**config.mk**
```make
export PLATFORM = sky130hd
export DESIGN_NAME = key_edge_state_tracker_top
export DESIGN_NICKNAME = d
export VERILOG_FILES = /design/src/rtl/kest_pkg.sv /design/src/rtl/key_edge_state_tracker_top.sv
export SDC_FILE = /design/constraint.sdc
export NUM_CORES = 2
export LEC_CHECK = 0
export BUFFER_PORTS_ARGS = -buffer_cell sky130_fd_sc_hd__buf_4
export CAP_MARGIN = 25
export CELL_PAD_IN_SITES_DETAIL_PLACEMENT = 0
export CELL_PAD_IN_SITES_GLOBAL_PLACEMENT = 1
export CORE_ASPECT_RATIO = 2
export CORE_UTILIZATION = 45
export DETAILED_ROUTE_END_ITERATION = 8
export GPL_TIMING_DRIVEN = 0
export PLACE_DENSITY_LB_ADDON = 0.1
export SETUP_SLACK_MARGIN = 0.05
export SLEW_MARGIN = 20
export SYNTH_ARGS = -nofsm -noshare
export SYNTH_HDL_FRONTEND = slang
export SYNTH_SLANG_ARGS = --single-unit
```
**constraint.sdc**
```tcl
create_clock -name clk -period 29.5 [get_ports clk]
set_input_delay 1.475 -clock clk [delete_from_list [all_inputs] [get_ports clk]]
set_output_delay 1.475 -clock clk [all_outputs]
set_load 0.01 [all_outputs]
```
**src/rtl/kest_pkg.sv**
```systemverilog
`timescale 1ns / 1ps
// ----------------------------------------------------------------------------
// kest_pkg
// Shared types, codes and status update functions of the key edge state tracker.
// ----------------------------------------------------------------------------
package kest_pkg;

	// Two-bit status kept for each key
	typedef enum logic [1:0] {
		ST_IDLE      = 2'd0,
		ST_JUST_DOWN = 2'd1,
		ST_HELD      = 2'd2,
		ST_JUST_UP   = 2'd3
	} key_status_t;

	// Item kinds
	localparam logic KIND_EVENT = 1'b0;
	localparam logic KIND_TICK  = 1'b1;

	// Event actions (repeat and the unused code are both ignored)
	localparam logic [1:0] ACT_RELEASE = 2'd0;
	localparam logic [1:0] ACT_PRESS   = 2'd1;

	// Status after one key event applied to an entry
	function automatic key_status_t next_event_status(
		input key_status_t cur,
		input logic [1:0]  action,
		input logic        capture
	);
		key_status_t nxt;
		nxt = cur;
		if (action == ACT_RELEASE) begin
			if (cur != ST_IDLE) begin
				nxt = ST_JUST_UP;
			end
		end else if (action == ACT_PRESS && !capture) begin
			nxt = ST_JUST_DOWN;
		end
		return nxt;
	endfunction

	// Status after a frame tick passes over an entry
	function automatic key_status_t next_tick_status(input key_status_t cur);
		key_status_t nxt;
		nxt = cur;
		if (cur == ST_JUST_DOWN) begin
			nxt = ST_HELD;
		end else if (cur == ST_JUST_UP) begin
			nxt = ST_IDLE;
		end
		return nxt;
	endfunction

endpackage

```
**src/rtl/key_edge_state_tracker_top.sv**
```systemverilog
`timescale 1ns / 1ps
// ----------------------------------------------------------------------------
// key_edge_state_tracker_top
// Per-key status table (not pressed, just pressed, held, just released) in one
// synchronous memory, updated by key events and swept by frame ticks.
//
//  channel | signals                                        | direction
//  --------+------------------------------------------------+----------
//  in      | in_valid, in_ready, item_kind, key_code,       | sink
//          | key_action, ui_capture                         |
//  out     | out_valid, out_ready, key_state, is_down       | source
//  cfg     | cfg_valid, cfg_ready, cfg_data                 | sink
//
//  From accept to result beat, a right modifier event with merging on runs
//  S_LEFT_RD, S_LEFT_WR, S_KEY_RD, S_KEY_WR (read/write of the left modifier
//  entry, then of the key entry), any other key event S_KEY_RD, S_KEY_WR, and
//  a frame tick S_SWEEP, S_SWEEP_END (one entry per cycle through the memory
//  read port, pipelined against the write port). The result beat in S_DONE
//  and the return to S_IDLE come before the next accept. After reset a clearing
//  pass writes every entry with in_ready low; cfg writes are taken at any time.
//  One item is in flight at a time; a stalled result holds in_ready low.
// ----------------------------------------------------------------------------
module key_edge_state_tracker_top
	import kest_pkg::*;
#(
	parameter int NUM_KEYS        = 512,
	parameter int RIGHT_MOD_FIRST = 344,
	parameter int RIGHT_MOD_LAST  = 347,
	parameter int LEFT_MOD_FIRST  = 340
) (
	input  logic       clk,
	input  logic       arst_n,
	// item input
	input  logic       in_valid,
	output logic       in_ready,
	input  logic       item_kind,
	input  logic [8:0] key_code,
	input  logic [1:0] key_action,
	input  logic       ui_capture,
	// result output
	output logic       out_valid,
	input  logic       out_ready,
	output logic [1:0] key_state,
	output logic       is_down,
	// configuration write
	input  logic       cfg_valid,
	output logic       cfg_ready,
	input  logic       cfg_data
);

	localparam int         IW       = $clog2(NUM_KEYS);
	localparam logic [IW-1:0] LAST_IDX = IW'(NUM_KEYS - 1);
	localparam logic [10:0] NK_W    = 11'(NUM_KEYS);
	localparam logic [10:0] RMF_W   = 11'(RIGHT_MOD_FIRST);
	localparam logic [10:0] RML_W   = 11'(RIGHT_MOD_LAST);
	localparam logic [10:0] LMF_W   = 11'(LEFT_MOD_FIRST);

	typedef enum logic [3:0] {
		S_CLEAR,
		S_IDLE,
		S_LEFT_RD,
		S_LEFT_WR,
		S_KEY_RD,
		S_KEY_WR,
		S_SWEEP,
		S_SWEEP_END,
		S_DONE
	} fsm_t;

	fsm_t        state_q;
	logic [IW-1:0] sweep_q;
	logic        combine_q;

	// captured item
	logic [8:0]  code_q;
	logic [1:0]  action_q;
	logic        capture_q;
	logic        code_ok_q;
	logic [10:0] left_q;

	// sweep read pipeline
	logic        vld_s1;
	logic [IW-1:0] addr_s1;

	// result register
	logic        out_valid_q;
	key_status_t key_state_q;

	// memory
	logic [1:0]  mem [NUM_KEYS];
	logic [1:0]  rd_s1;
	logic        mem_re;
	logic [IW-1:0] mem_raddr;
	logic        mem_we;
	logic [IW-1:0] mem_waddr;
	key_status_t mem_wdata;

	// decode of the incoming item
	logic [10:0] code_w;
	logic [10:0] left_w;
	logic        code_ok_w;
	logic        left_hit_w;
	logic [IW-1:0] code_idx;
	logic [IW-1:0] left_idx;
	key_status_t ev_next;
	key_status_t tick_next;

	assign code_w     = {2'b00, key_code};
	assign left_w     = code_w - RMF_W + LMF_W;
	assign code_ok_w  = code_w < NK_W;
	assign left_hit_w = combine_q && (code_w >= RMF_W) && (code_w <= RML_W)
		&& (left_w < NK_W);
	assign code_idx   = IW'(code_q);
	assign left_idx   = IW'(left_q);

	assign ev_next   = next_event_status(key_status_t'(rd_s1), action_q, capture_q);
	assign tick_next = next_tick_status(key_status_t'(rd_s1));

	// Drive memory port controls from the sequencer state
	always_comb begin
		mem_re    = 1'b0;
		mem_raddr = sweep_q;
		mem_we    = 1'b0;
		mem_waddr = sweep_q;
		mem_wdata = ST_IDLE;
		unique case (state_q)
			S_CLEAR: begin
				mem_we = 1'b1;
			end
			S_LEFT_RD: begin
				mem_re    = 1'b1;
				mem_raddr = left_idx;
			end
			S_LEFT_WR: begin
				mem_we    = 1'b1;
				mem_waddr = left_idx;
				mem_wdata = ev_next;
			end
			S_KEY_RD: begin
				mem_re    = code_ok_q;
				mem_raddr = code_idx;
			end
			S_KEY_WR: begin
				mem_we    = code_ok_q;
				mem_waddr = code_idx;
				mem_wdata = ev_next;
			end
			S_SWEEP: begin
				mem_re    = 1'b1;
				mem_we    = vld_s1;
				mem_waddr = addr_s1;
				mem_wdata = tick_next;
			end
			S_SWEEP_END: begin
				mem_we    = vld_s1;
				mem_waddr = addr_s1;
				mem_wdata = tick_next;
			end
			default: begin
			end
		endcase
	end

	// Status memory: one write port, one registered read port
	always_ff @(posedge clk) begin
		if (mem_we) begin
			mem[mem_waddr] <= mem_wdata;
		end
	end

	always_ff @(posedge clk) begin
		if (mem_re) begin
			rd_s1 <= mem[mem_raddr];
		end
	end

	// Hold the modifier combining register
	always_ff @(posedge clk or negedge arst_n) begin
		if (!arst_n) begin
			combine_q <= 1'b1;
		end else if (cfg_valid) begin
			combine_q <= cfg_data;
		end
	end

	// Sequencer: clear pass, event read-modify-write, frame sweep, result beat
	always_ff @(posedge clk or negedge arst_n) begin
		if (!arst_n) begin
			state_q     <= S_CLEAR;
			sweep_q     <= '0;
			vld_s1      <= 1'b0;
			out_valid_q <= 1'b0;
		end else begin
			unique case (state_q)
				S_CLEAR: begin
					if (sweep_q == LAST_IDX) begin
						sweep_q <= '0;
						state_q <= S_IDLE;
					end else begin
						sweep_q <= sweep_q + 1'b1;
					end
				end
				S_IDLE: begin
					if (in_valid) begin
						code_q      <= key_code;
						action_q    <= key_action;
						capture_q   <= ui_capture;
						code_ok_q   <= code_ok_w;
						left_q      <= left_w;
						key_state_q <= ST_IDLE;
						if (item_kind == KIND_TICK) begin
							state_q <= S_SWEEP;
						end else if (left_hit_w) begin
							state_q <= S_LEFT_RD;
						end else begin
							state_q <= S_KEY_RD;
						end
					end
				end
				S_LEFT_RD: state_q <= S_LEFT_WR;
				S_LEFT_WR: state_q <= S_KEY_RD;
				S_KEY_RD:  state_q <= S_KEY_WR;
				S_KEY_WR: begin
					if (code_ok_q) begin
						key_state_q <= ev_next;
					end
					out_valid_q <= 1'b1;
					state_q     <= S_DONE;
				end
				S_SWEEP: begin
					vld_s1  <= 1'b1;
					addr_s1 <= sweep_q;
					if (vld_s1 && code_ok_q && addr_s1 == code_idx) begin
						key_state_q <= tick_next;
					end
					if (sweep_q == LAST_IDX) begin
						sweep_q <= '0;
						state_q <= S_SWEEP_END;
					end else begin
						sweep_q <= sweep_q + 1'b1;
					end
				end
				S_SWEEP_END: begin
					vld_s1 <= 1'b0;
					if (vld_s1 && code_ok_q && addr_s1 == code_idx) begin
						key_state_q <= tick_next;
					end
					out_valid_q <= 1'b1;
					state_q     <= S_DONE;
				end
				S_DONE: begin
					if (out_ready) begin
						out_valid_q <= 1'b0;
						state_q     <= S_IDLE;
					end
				end
				default: state_q <= S_IDLE;
			endcase
		end
	end

	assign in_ready  = (state_q == S_IDLE);
	assign cfg_ready = 1'b1;
	assign out_valid = out_valid_q;
	assign key_state = key_state_q;
	assign is_down   = (key_state_q == ST_JUST_DOWN) || (key_state_q == ST_HELD);

	// Checks
	a_ready_excl: assert property (@(posedge clk) disable iff (!arst_n)
		in_ready |-> !out_valid)
		else $error("input taken while a result beat is pending");

	a_idle_no_write: assert property (@(posedge clk) disable iff (!arst_n)
		(state_q == S_IDLE || state_q == S_DONE) |-> !mem_we)
		else $error("memory written outside an item");

	a_sweep_home: assert property (@(posedge clk) disable iff (!arst_n)
		(state_q == S_IDLE) |-> (sweep_q == '0))
		else $error("sweep index not back at zero");

	a_one_item: assert property (@(posedge clk) disable iff (!arst_n)
		(in_valid && in_ready) |=> !in_ready)
		else $error("second item accepted while busy");

endmodule
```
==> results <==
- The run finished with clean final reports.
- The number of primary I/O pins is 25.
- The final clock skew is between 0.02 and 0.03 ns.
- The worst setup path is captured at a flip-flop.
- The multi-input gate area in the final layout is 0.0125 mm^2.
- The hold buffer count at cts is 0.
- The clock root buffer is sky130_fd_sc_hd__clkbuf_16.
- The worst relative slew slack is 14.8%.
- After clock tree synthesis, the clock-pin slew on the worst setup and hold paths is 0.07 ns.
- The layout filler cell count is 8954.
- The total count of max-transition violations in the final report came to 0.
- The area of the core region is between 0.1 and 0.15 mm^2.
- The initial utilization of the core area, before any placement, comes to 45.4%.
- The clock tree from TritonCTS is built.
- The synthesized instance count is 3712.
- The tightest hold margin is around 0.44 ns.
- The total DRC errors in the routed layout is 0.
- The total clock buffers created by CTS is 94.
- Along the worst path, the maximum fanout reaches 10.
- The mean number of vias per cell is just under 7.
- Setup repair after global routing left no endpoint under its margin.
- Counting flops and latches in the post-synthesis netlist gives 1072.
- The share of final-layout standard cells stronger than drive strength 1 is 12.1%.
- Summed over all cells, the static leakage comes to 0.0181 uW.
- Broken down by cell family, the worst path's largest delay share belongs to buffers and inverters.
- The achievable frequency is 140 MHz.
- The layout overhead on the synthesized area is 14.6%.
- The dominant cell type by area after synthesis is sky130_fd_sc_hd__edfxtp_1.
- The class of the worst hold path is reg -> reg.
- The detailed router finished its first iteration with 5451 violations.
- The number of hold violations in the final report is 0.
- The slew at the pin closest to its max-slew limit is 1.28 ns.
- The number of global-route vias before repair is roughly 35000.
- During placement, the flow inserted port buffers numbering 23.
- For this run, the slowest stage of the critical path takes 0.91 ns.
- The share of the synthesized area in the top cell type is 69.1%.
- The total power per unit cell area is 103 mW/mm^2.
- The net count after synthesis is 3740.
- The final wirelength is 234 mm.
- In the finished design, the share of the clock period the worst path needs comes to between 20% and 30%.
- The floorplan step set the die width to 228 um.
- The data arrival time of the worst path is 7.57 ns.
- The routed layout has 36300 vias.
- The largest net degree at the start of global routing is 33.
- The sum of buffers and inverters on the critical path is 5.
- By instance count, the cell type seen most on the critical path is sky130_fd_sc_hd__buf_2.
- Buffers added to address setup during post-CTS repair amount to 0.
- The fraction of registers with async set/reset is 1.49%.
- Data on the critical path is required at its endpoint by 29.91 ns.
- The peak ir drop on the vdd network is 0.0687 mV.
- The shortest period the worst path allows is 7.15 ns.
- After synthesis, the cell types taking the most area are sky130_fd_sc_hd__edfxtp_1 69%, sky130_fd_sc_hd__nand2_1 5.6%, sky130_fd_sc_hd__nor2_1 5.0%.
- After legalization and detailed placement, the total HPWL measured 164 mm.
- The count of maximum capacitance violations is 0.
- The signal on the critical path passes through nor2_2 -> buf_2 -> nand3_1 -> nand2_2 -> buf_2 -> buf_2 -> buf_2 -> buf_1 -> nand2_1 -> a31oi_1 -> a22oi_1 -> a22oi_1 -> a32oi_1 -> o211ai_1.
- The first global-routing pass estimated between 300 and 400 mm of wire.
- The kind of start point of the critical path is a flip-flop.
- Each instance of the synthesized netlist takes up on average 12.4 um^2.
- The most instantiated flip-flop cell in the synthesis netlist is sky130_fd_sc_hd__edfxtp_1.
- Once layout is complete, the utilization of the core stands at 52.1%.
- From bottom edge to top edge, the die measures 454 um.
- The average routed wire per standard cell is around 44 um.
- The maximum buffer depth of the clock tree is 3.
- The initial antenna violation count came to 25.
- At the later pin of the worst-skew pair, clock insertion delay measures 0.74 ns.
- In this run the number of H-tree levels came out at 3.
- At the end of routability-driven placement, the weighted congestion stood at 1.03.
- The synthesized cell area is roughly 0.046 mm^2.
- In this run the core area contains around 170 standard-cell rows.
- The setup TNS is 0 ns.
- For this design, the sink count on the clock tree is around 1100.
- The die covers 0.103 mm^2.
- At the end of the flow, the number of nets in the layout was 3926.
- The finished layout holds 5349 standard cells, fillers aside.
- For this run, the register share of the synthesized area comes to 70.0%.
- Summed over all layers, the global routing overflow is 0.
- The critical setup path kind is reg -> reg.
- The final antenna-violating net count is 0.
- The master of the slowest instance on the critical path is sky130_fd_sc_hd__buf_1.
- The total number of yosys warnings is 0.
- The first detailed-routing pass ran for 6 iterations.
- The total instance count after detailed placement is 5135.
- The number of library cell types mapped by synthesis is 90.
- The total global-route track usage is 45.3%.
- The number of setup violations in the final report is 0.
- The sequential standard cell area is 0.0321 mm^2.
- The number of enable-type register cells in the synthesized netlist is 1056.
- The number of gates resized after CTS is 0.
## metal layers
layer | GRT usage [%] | routed length [um]
met1 | 45.3 | 69700
met2 | 74.2 | 111000
met3 | 12.9 | 24400
met4 | 46.5 | 29100
met5 | 0.0466 | 106
## through the flow
stage / area, um^2 / worst slack (ns) / power, uW
after floorplan: 45900 / 4.53 / 2580
after global placement: 47700 / -21.12 / 3910
after detailed placement: 49300 / 22.70 / 3960
after CTS: 52500 / 22.66 / 5210
after global routing: 52500 / 22.58 / 5370
final: 52600 / 22.35 / 5420
## cell families after synthesis
logic type               count (synthesis)  synth area share (%)
other                                    1               0.00818
AO/OA/AOI/OAI                          572                  8.74
adder cells (fa/ha/maj)                  9                 0.246
buffers and inverters                  287                  2.92
multiplexers                           122                  2.90
AND/OR/NAND/NOR                       1626                  14.7
flip-flops                            1072                  70.0
XOR/XNOR                                23                 0.472
## worst paths after layout
kind,startpoint,endpoint,slack [ns],cells past startpoint
worst max-delay path,state_q[3],rd_s1[0],22.35,14
worst min-delay path,sweep_q[2],addr_s1[2],0.44,0
worst max register to register,state_q[3],rd_s1[0],22.35,14
worst min register to register,sweep_q[2],addr_s1[2],0.44,0
max in group asynchronous,arst_n,combine_q,28.63,1
min in group asynchronous,arst_n,state_q[2],0.60,1
## synth_stat cells, drive strengths merged, types with 6 or more instances
| cell type | count |
|---|---|
| xor2 | 14 |
| o211ai | 12 |
| mux2 | 7 |
| buf | 171 |
| a311oi | 9 |
| a21oi | 113 |
| o21ai | 66 |
| xnor2 | 9 |
| nor4 | 14 |
| nand4 | 21 |
| a32o | 9 |
| dfrtp | 15 |
| inv | 11 |
| a22oi | 25 |
| mux2i | 107 |
| ha | 9 |
| o22ai | 18 |
| o2111ai | 12 |
| a2111oi | 9 |
| a32oi | 42 |
| a22o | 9 |
| clkbuf | 105 |
| nor2 | 616 |
| a221oi | 21 |
| mux4 | 8 |
| edfxtp | 1056 |
| nor3 | 31 |
| a211oi | 85 |
| nand3 | 143 |
| nand2 | 692 |
| and3 | 76 |
| a31oi | 83 |
| a221o | 7 |
| a21o | 6 |
## layout by cell type (no fill, tap or decap), types with 10 or more instances in the layout
cell type                   netlist  layout
sky130_fd_sc_hd__inv_1           11      11
sky130_fd_sc_hd__clkinv_1         0      16
sky130_fd_sc_hd__a21oi_1        112     112
sky130_fd_sc_hd__o211ai_1        11      11
sky130_fd_sc_hd__clkinv_2         0      18
sky130_fd_sc_hd__a211oi_1        81      81
sky130_fd_sc_hd__and3_1          75      75
sky130_fd_sc_hd__nor4_1          14      11
sky130_fd_sc_hd__buf_8            2      14
sky130_fd_sc_hd__diode_2          0      34
sky130_fd_sc_hd__clkbuf_2         0      27
sky130_fd_sc_hd__mux2i_1        107     107
sky130_fd_sc_hd__buf_6            6      16
sky130_fd_sc_hd__nor3_1          31      29
sky130_fd_sc_hd__o21ai_0         60      56
sky130_fd_sc_hd__a221oi_1        21      21
sky130_fd_sc_hd__nor2_1         612     601
sky130_fd_sc_hd__clkbuf_16        0      95
sky130_fd_sc_hd__nand2_1        690     690
sky130_fd_sc_hd__buf_16           0      42
sky130_fd_sc_hd__edfxtp_1      1056    1056
sky130_fd_sc_hd__o2111ai_1       12      12
sky130_fd_sc_hd__nor2_2           3      10
sky130_fd_sc_hd__clkbuf_1       105      96
sky130_fd_sc_hd__a22oi_1         25      25
sky130_fd_sc_hd__buf_4           14      38
sky130_fd_sc_hd__xor2_1          13      13
sky130_fd_sc_hd__o22ai_1         18      18
sky130_fd_sc_hd__buf_1           35      14
sky130_fd_sc_hd__nand3_1        143     143
sky130_fd_sc_hd__bufinv_16        0      10
sky130_fd_sc_hd__nand4_1         20      20
sky130_fd_sc_hd__a31oi_1         83      83
sky130_fd_sc_hd__buf_2          114     136
sky130_fd_sc_hd__dfrtp_1         15      15
sky130_fd_sc_hd__a32oi_1         42      42
## final cells by class
cell class | count | area share (%)
inverter | 11 | 0.0785
clock buffer | 118 | 4.78
multi-input combinational | 2353 | 23.9
tap | 1336 | 3.18
sequential | 1072 | 61.1
buffer | 276 | 2.58
timing repair buffer | 90 | 3.12
antenna | 34 | 0.162
clock inverter | 59 | 1.17
## registers in the layout, indices dropped and copies added (netlist names)
signal,count
rd_s1,2
left_q,7
code_idx,9
state_q,4
addr_s1,9
mem,1024
combine_q,1
action_q,2
key_state,2
capture_q,1
vld_s1,1
out_valid,1
sweep_q,9
## report_power, final
part           internal (uW)  total (uW)  switching (uW)
sequential              1670        1670            9.36
clock                    698        1300             601
combinational            448        2450            2000
total                   2810        5420            2610
Note: power is estimated with default switching activity, not from simulation.
